File: config.mk
export PLATFORM = sky130hd
export DESIGN_NAME = ckf_div
export DESIGN_NICKNAME = d
export VERILOG_FILES = /design/src/rtl/ckf_div.sv
export SDC_FILE = /design/constraint.sdc
export NUM_CORES = 1
export LEC_CHECK = 0
export ABC_CLOCK_PERIOD_IN_PS = 8000
export BUFFER_PORTS_ARGS = -buffer_cell sky130_fd_sc_hd__buf_2
export CORE_UTILIZATION = 55
export DETAILED_ROUTE_END_ITERATION = 16
export PLACE_DENSITY_LB_ADDON = 0.08
export SKIP_LAST_GASP = 1
export SYNTH_ARGS = -nofsm -noshare
export SYNTH_HDL_FRONTEND = slang
export SYNTH_SLANG_ARGS = --single-unit
File: constraint.sdc
create_clock -name clk -period 8 [get_ports clk]
set_clock_uncertainty 0.1 [all_clocks]
set_input_delay 0.4 -clock clk [delete_from_list [all_inputs] [get_ports clk]]
set_output_delay 0.4 -clock clk [all_outputs]
set_load 0.02 [all_outputs]
File: src/rtl/ckf_div.sv
// radix-2 restoring divider for the gain quotients, one quotient bit per cycle
`timescale 1ns / 1ps
`default_nettype none
module ckf_div #(
  parameter int FRAC_BITS = 16
) (
  input  logic               clk,
  input  logic               rst_n,
  input  logic               start,
  input  logic signed [31:0] num,
  input  logic        [32:0] den,
  output logic               done,
  output logic signed [31:0] quo
);
  localparam int DW = 32 + FRAC_BITS;
  localparam int CW = $clog2(DW + 1);

  logic [DW-1:0] q_r;
  logic [33:0]   rem_r;
  logic [32:0]   den_r;
  logic [CW-1:0] cnt_r;
  logic          neg_r;
  logic          busy_r;
  logic          done_r;
  logic signed [31:0] res_r;

  logic [31:0] mag;
  logic [34:0] rem_sh;
  logic        fits;
  logic        ovf_pos;
  logic        ovf_neg;

  always_comb begin
    mag     = num[31] ? 32'(-num) : 32'(num);
    rem_sh  = {rem_r, q_r[DW-1]};
    fits    = rem_sh >= {2'b00, den_r};
    ovf_pos = |q_r[DW-1:31];
    ovf_neg = (|q_r[DW-1:32]) || (q_r[31] && (|q_r[30:0]));
  end

  always_ff @(posedge clk) begin
    if (!rst_n) begin
      busy_r <= 1'b0;
      done_r <= 1'b0;
      cnt_r  <= '0;
    end else begin
      done_r <= 1'b0;
      if (start) begin
        busy_r <= 1'b1;
        neg_r  <= num[31];
        q_r    <= {mag, {FRAC_BITS{1'b0}}};
        rem_r  <= '0;
        den_r  <= den;
        cnt_r  <= CW'(DW);
      end else if (busy_r) begin
        if (cnt_r != '0) begin
          rem_r <= fits ? 34'(rem_sh - {2'b00, den_r}) : rem_sh[33:0];
          q_r   <= {q_r[DW-2:0], fits};
          cnt_r <= cnt_r - 1'b1;
        end else begin
          // sign and saturate the truncated quotient
          busy_r <= 1'b0;
          done_r <= 1'b1;
          if (neg_r) res_r <= ovf_neg ? 32'sh80000000 : -$signed(q_r[31:0]);
          else       res_r <= ovf_pos ? 32'sh7FFFFFFF : $signed(q_r[31:0]);
        end
      end
    end
  end

  assign done = done_r;
  assign quo  = res_r;
endmodule
`default_nettype wire

==> results.sh, run 1 <==
export IMPL_status="finished clean"
export IMPL_drive_gt1_share_pct=14.97
export IMPL_wl_per_cell_um=15.57
export IMPL_max_cap_violations=0
export IMPL_die_x_um=131.4
export IMPL_drc=0
export IMPL_core_area_sq_um=16120
export IMPL_crit_buf_inv=1
export IMPL_tns_ns=0
export IMPL_max_freq_mhz=216.0
export IMPL_synth_top_area_share_pct=48.24
export IMPL_synthTopCellsByArea="edfxtp_1 48%, ha_1 5.0%, nor2_1 4.1%"
export IMPL_synth_most_common_cell="edfxtp_1"
export IMPL_multiInputGateArea_sq_um=4267
export IMPL_synth_common_cells="148 x edfxtp_1, 101 x nor2_1, 60 x a21oi_1, 58 x nand2_1, 56 x inv_1"
export IMPL_vdd_ir_drop_worst_mv=0.1596
export IMPL_synthCells=903
export IMPL_ys_seq_elements=156
export IMPL_cts_setup_buffers=0
export IMPL_use_met2_pct=37.36
export IMPL_min_period_ns=4.629
export IMPL_cts_buffers_inserted=17
export IMPL_dr_total_vias=7004
export IMPL_clkTransAtPathRegs_ns=0.06
export IMPL_first_pass_iters=6
export IMPL_start_kind="register"
export IMPL_regArea_sq_um=4604
export IMPL_globalRouteOverflowTotal=0
export IMPL_grt_usage_pct=22.84
export IMPL_slew_viol_final=0
export IMPL_antenna_found_initial=0
export IMPL_synthArstFlopShare_pct=0
export IMPL_worst_slew_pin_slew_ns=1.045
export IMPL_fillers=1320
export IMPL_crit_path_end_kind="register"
export IMPL_ys_seq_area_share_pct=49.98
export IMPL_top_usage_layer="met2"
export IMPL_syn_nets=1009
export IMPL_netlist_area_sq_um=9213
export IMPL_path_delay_family="simple AND/OR/NAND/NOR gates"
export IMPL_fin_cells=1218
export IMPL_die_area_sq_um=17270
export IMPL_area_delta_synth_final_pct=13.35
export IMPL_max_slew_margin_rel_pct=30.36
export IMPL_grtUsageMet3_pct=3.511
export IMPL_htree_levels=4
export IMPL_gp_congestion=0.8616
export IMPL_cts_sinks=156
export IMPL_power_density_nw_per_um2=211.0
export IMPL_synth_ff_type="edfxtp_1"
export IMPL_worstHoldPathType="primary input to register"
export IMPL_drt_iter0_drc=544
export IMPL_yosys_area_top_type="edfxtp_1"
export IMPL_n_antenna_cell=0
export IMPL_rows=46
export IMPL_gr_usage_met1_pct=31.33
export IMPL_nNetsFinal=1096
export IMPL_grt_pass1_vias=6619
export IMPL_cts_resized=0
export IMPL_start_util_pct=57.17
export IMPL_synth_avg_cell_area_sq_um=10.20
export IMPL_setup_viol=0
export IMPL_crit_type="register to register"
export IMPL_grt_pass1_wl_um=31960
export IMPL_yosys_warnings=0
export IMPL_p_leak_uw=0.004062
export IMPL_grt_max_degree=72
export IMPL_clock_latency_ns=0.43
export IMPL_worst_path_max_fanout=31
export IMPL_dp_hpwl_um=13120
export IMPL_hold_viol_final=0
export IMPL_synth_edf_count=148
export IMPL_critPathMaxStageDelay_ns=0.77
export IMPL_io_pins=101
export IMPL_fin_area_sq_um=10440
export IMPL_rsz0062_at_grt="false"
export IMPL_die_h_um=131.4
export IMPL_crit_arrival_ns=4.72
export IMPL_routed_wl_um=18970
export IMPL_cts_tree="done"
export IMPL_clockBufferDepth=2
export IMPL_post_route_period_util_pct=57.86
export IMPL_dp_cells=1187
export IMPL_ant_nets=0
export IMPL_via_per_inst=5.750
export IMPL_path_cells="inv_1 > ha_1 > or3b_2 > nor3_1 > nand3_1 > or3_1 > o31ai_1 > nand2b_1 > or2_1 > o311ai_0"
export IMPL_ys_types=64
export IMPL_cp_slowest_cell="or2_1"
export IMPL_ctsHoldBuffers=0
export IMPL_cts_root_buf="clkbuf_16"
export IMPL_place_area_sq_um=9911
export IMPL_port_buffer_count=100
export IMPL_required_ns=8.09
-- cell type report --
type	count	share of cell area, %
Sequential cell	156	44.09
Multi-Input combinational cell	651	40.86
Timing Repair Buffer	107	5.320
Clock buffer	19	4.146
Tap cell	216	2.588
Inverter	57	2.049
Clock inverter	12	0.9466
-- sequential cells by signal, summed over array words and instances, names as in the netlist --
signal and cells:
q_r 48, rem_r 34, den_r 33, quo 32, cnt_r 6, busy_r 1, done 1, neg_r 1
-- metal layers --
| metal | wire length (um) | part of all wire [%] |
|---|---|---|
| met1 | 8917 | 47 |
| met2 | 9092 | 48 |
| met3 | 746 | 3.9 |
| met4 | 210 | 1.1 |
| met5 | 0 | 0 |
-- kinds of logic after synthesis --
logic type / count (synthesis) / share of synthesized area, %
flip-flops: 156 / 49.98
AO/OA/AOI/OAI: 224 / 16.13
XOR/XNOR: 63 / 5.989
adder cells (fa/ha/maj): 38 / 5.242
AND/OR/NAND/NOR: 302 / 16.08
buffers and inverters: 96 / 3.939
multiplexers: 24 / 2.635
-- final timing paths --
path / start / end / slack, ns / cells past startpoint
setup / recovery: q_r[0]$_SDFFCE_PP0P_ / quo[6]$_DFFE_PP_ / 3.37 / 10
setup reg to reg: q_r[0]$_SDFFCE_PP0P_ / quo[6]$_DFFE_PP_ / 3.37 / 10
hold reg to reg: cnt_r[1]$_SDFFE_PP0P_ / cnt_r[1]$_SDFFE_PP0P_ / 0.42 / 2
hold / removal: den[21] / den_r[21]$_DFFE_PP_ / 0.05 / 1
-- stage by stage --
step | setup WS [ns] | hold slack [ns] | total power, uW | utilization (%)
floorplan | 4.496 | 0.3840 | 1358 | -
global placement | 3.588 | 0.3984 | 1467 | 61.50
detailed placement | 3.444 | 0.4086 | 1473 | 61.50
CTS | 3.400 | 0.03542 | 2216 | 64.80
global route | 3.106 | 0.03565 | 2308 | 64.80
finish | 3.371 | 0.04801 | 2203 | 64.80
-- worst reg2reg max path, cell delays in order (launching register included) --
cell      delay, ns
edfxtp_1       0.38
inv_1          0.11
ha_1           0.18
or3b_2         0.50
nor3_1         0.33
nand3_1        0.25
or3_1          0.43
o31ai_1        0.27
nand2b_1       0.59
or2_1          0.77
o311ai_0       0.50
-- placed cells by master, fill, tap and decap left out, types with 16 or more instances in the layout --
cell	Yosys	routed
mux2i_1	22	22
xnor2_1	29	29
xor2_1	34	34
buf_2	2	99
or3_1	16	16
nor3_1	29	29
a21o_1	16	16
nand2_1	58	58
nand3_1	16	16
clkbuf_16	0	17
nor2_1	101	101
o311ai_0	19	19
inv_1	56	56
ha_1	37	37
nor2b_1	27	27
o21ai_0	45	45
a21oi_1	60	60
edfxtp_1	148	148
-- report_power, final --
| group | total (uW) | internal [uW] | switching (uW) |
|---|---|---|---|
| Clock | 742 | 423 | 319 |
| Sequential | 1010 | 971 | 38.3 |
| Combinational | 452 | 192 | 260 |
| Total | 2200 | 1590 | 617 |
No activity file was read; power rests on OpenSTA's default activity.
==> run 2, diff against run 1 <==
--- a/config.mk
+++ b/config.mk
@@ -5,7 +5,7 @@
 export SDC_FILE = /design/constraint.sdc
 export NUM_CORES = 1
 export LEC_CHECK = 0
-export ABC_CLOCK_PERIOD_IN_PS = 8000
+export ABC_CLOCK_PERIOD_IN_PS = 4750
 export BUFFER_PORTS_ARGS = -buffer_cell sky130_fd_sc_hd__buf_2
 export CORE_UTILIZATION = 55
 export DETAILED_ROUTE_END_ITERATION = 16
==> constraint.sdc (replaced) <==
create_clock -name clk -period 4.75 [get_ports clk]
set_clock_uncertainty 0.1 [all_clocks]
set_input_delay 0.2375 -clock clk [delete_from_list [all_inputs] [get_ports clk]]
set_output_delay 0.2375 -clock clk [all_outputs]
set_load 0.02 [all_outputs]
==> results.sh, run 2 (synthesis gave the netlist of run 1 again) <==
export IMPL_status="finished clean"
export IMPL_dp_cells=1189
export IMPL_core_area_sq_um=16120
export IMPL_cts_buffers_inserted=17
export IMPL_gp_congestion=0.8898
export IMPL_area_delta_synth_final_pct=17.91
export IMPL_tns_ns=0
export IMPL_worst_path_max_fanout=25
export IMPL_cts_setup_buffers=0
export IMPL_clkTransAtPathRegs_ns=0.06
export IMPL_p_sw_uw=1051
export IMPL_clockBufferDepth=2
export IMPL_layout_commonest_cell="edfxtp_1"
export IMPL_via_per_inst=5.758
export IMPL_reg2regPathDepth=10
export IMPL_port_buffer_count=100
export IMPL_io_pins=101
export IMPL_crit_arrival_ns=4.03
export IMPL_routed_wl_um=19820
export IMPL_post_route_period_util_pct=83.05
export IMPL_first_pass_iters=5
export IMPL_power_density_nw_per_um2=355.1
export IMPL_holdPathEnd="q_r[16]$_DFFE_PP_"
export IMPL_timing_rr_start="q_r[0]$_SDFFCE_PP0P_"
export IMPL_rrSetupSlack_ns=0.81
export IMPL_p_leak_uw=0.004244
export IMPL_hold_viol_final=0
export IMPL_setup_viol=0
export IMPL_clock_power_share_pct=35.3
export IMPL_fin_cells=1255
export IMPL_path_cells="inv_1 > ha_1 > or3b_2 > nor3_1 > nand3_1 > or3_1 > o31ai_1 > nand2b_1 > or2_1 > o311ai_0"
export IMPL_ant_nets=0
export IMPL_fin_area_sq_um=10860
export IMPL_cp_slowest_cell="or2_1"
export IMPL_worst_slew_pin_slew_ns=0.8482
export IMPL_cts_resized=0
export IMPL_start_util_pct=57.17
export IMPL_die_x_um=131.4
export IMPL_drt_iter0_drc=587
export IMPL_cts_root_buf="clkbuf_16"
export IMPL_vdd_ir_drop_worst_mv=0.2343
export IMPL_globalRouteOverflowTotal=0
export IMPL_die_h_um=131.4
export IMPL_dr_total_vias=7226
export IMPL_r2r_end="quo[4]$_DFFE_PP_"
export IMPL_largest_reg_flops=48
export IMPL_htree_levels=4
export IMPL_cts_sinks=156
export IMPL_fin_util_pct=67.41
export IMPL_clock_latency_ns=0.42
export IMPL_p_seq_share_pct=44.1
export IMPL_die_area_sq_um=17270
export IMPL_crit_buf_inv=1
export IMPL_grt_pass1_wl_um=33440
export IMPL_required_ns=4.83
export IMPL_path_delay_family="simple AND/OR/NAND/NOR gates"
export IMPL_antenna_found_initial=0
export IMPL_rsz0062_at_grt="false"
export IMPL_p_sw_share_pct=27.26
export IMPL_cts_tree="done"
export IMPL_combinationalPowerShare_pct=20.6
export IMPL_dp_hpwl_um=13470
export IMPL_max_slew_margin_rel_pct=43.45
export IMPL_reg_top3="q_r (48), rem_r (34), den_r (33)"
export IMPL_internal_power_uw=2806
export IMPL_crit_type="register to register"
export IMPL_slew_viol_final=0
export IMPL_grt_max_degree=72
export IMPL_whs_ns=0.09117
export IMPL_grt_pass1_vias=6886
export IMPL_regMostFlops="q_r"
export IMPL_worstHoldStart="num[0]"
export IMPL_drc=0
export IMPL_start_kind="register"
export IMPL_min_period_ns=3.945
export IMPL_nNetsFinal=1132
export IMPL_rows=46
export IMPL_grt_usage_pct=23.92
export IMPL_mostFrequentLayoutCells="148 x edfxtp_1, 101 x nor2_1, 99 x buf_2, 60 x a21oi_1, 58 x nand2_1"
export IMPL_crit_path_end_kind="register"
export IMPL_max_freq_mhz=253.5
export IMPL_critPathMaxStageDelay_ns=0.53
export IMPL_worstHoldPathType="primary input to register"
export IMPL_min_path_cells=2
export IMPL_max_cap_violations=0
export IMPL_n_antenna_cell=0
export IMPL_wl_per_cell_um=15.79
export IMPL_place_area_sq_um=9938
export IMPL_drive_gt1_share_pct=14.82
[run 2: changes by cell type in the layout (fill, tap and decap cells not counted), sizes merged]
| cell | change |
|---|---|
| dlygate4sd3 | +34 |
| buf | +2 |
| bufinv | +2 |
| clkbuf | +2 |
| clkinv | -2 |
| inv | -1 |
[run 2: layer usage]
metal / up-vias / track usage [%] / wire length, um
met2: 199 / 38.89 / 9477
li1: 3594 / - / -
met1: 3402 / 32.80 / 9233
met5: - / 0 / 0
met3: 31 / 3.665 / 813
met4: 0 / 7.817 / 294
[run 2: area by class of cell]
type,count,area [sq um]
fill,1298,5253
sequential,156,4604
multi-input combinational,651,4267
timing repair buffer,143,923.4
clock buffer,21,440.4
tap,216,270.3
inverter,57,214.0
clock inverter,11,143.9
[run 2: how the worst max path moves through the flow]
stage | from | endpoint | slack [ns] | depth (start not counted)
after floorplan | rem_r[11]$_SDFFCE_PP0P_ | rem_r[19]$_SDFFCE_PP0P_ | 1.25 | 11
after global placement | q_r[1]$_SDFFCE_PP0P_ | quo[3]$_DFFE_PP_ | 1.06 | 11
after detailed placement | q_r[0]$_SDFFCE_PP0P_ | quo[4]$_DFFE_PP_ | 0.92 | 10
after CTS | q_r[0]$_SDFFCE_PP0P_ | quo[4]$_DFFE_PP_ | 0.86 | 10
after global routing | q_r[0]$_SDFFCE_PP0P_ | quo[4]$_DFFE_PP_ | 0.42 | 10
final | q_r[0]$_SDFFCE_PP0P_ | quo[4]$_DFFE_PP_ | 0.81 | 10
[run 2: stage by stage]
stage,worst slack [ns],total power [uW]
after floorplan,1.246,2286
after detailed placement,0.9164,2490
after CTS,0.8588,3872
after global placement,1.057,2482
after global routing,0.4150,4034
final,0.8051,3857
[run 2: what timing repair did]
item                       CTS  global route
hold buffers                34             0
setup endpoints to repair    0             0
hold endpoints to repair    34             0
[run 2: power groups by stage]
stage	clock (uW)	sequential, uW	combinational, uW
final	1360	1700	796
after global routing	1430	1710	887
after CTS	1380	1700	793
after detailed placement	0	1730	763
after global placement	0	1730	757
after floorplan	0	1710	576
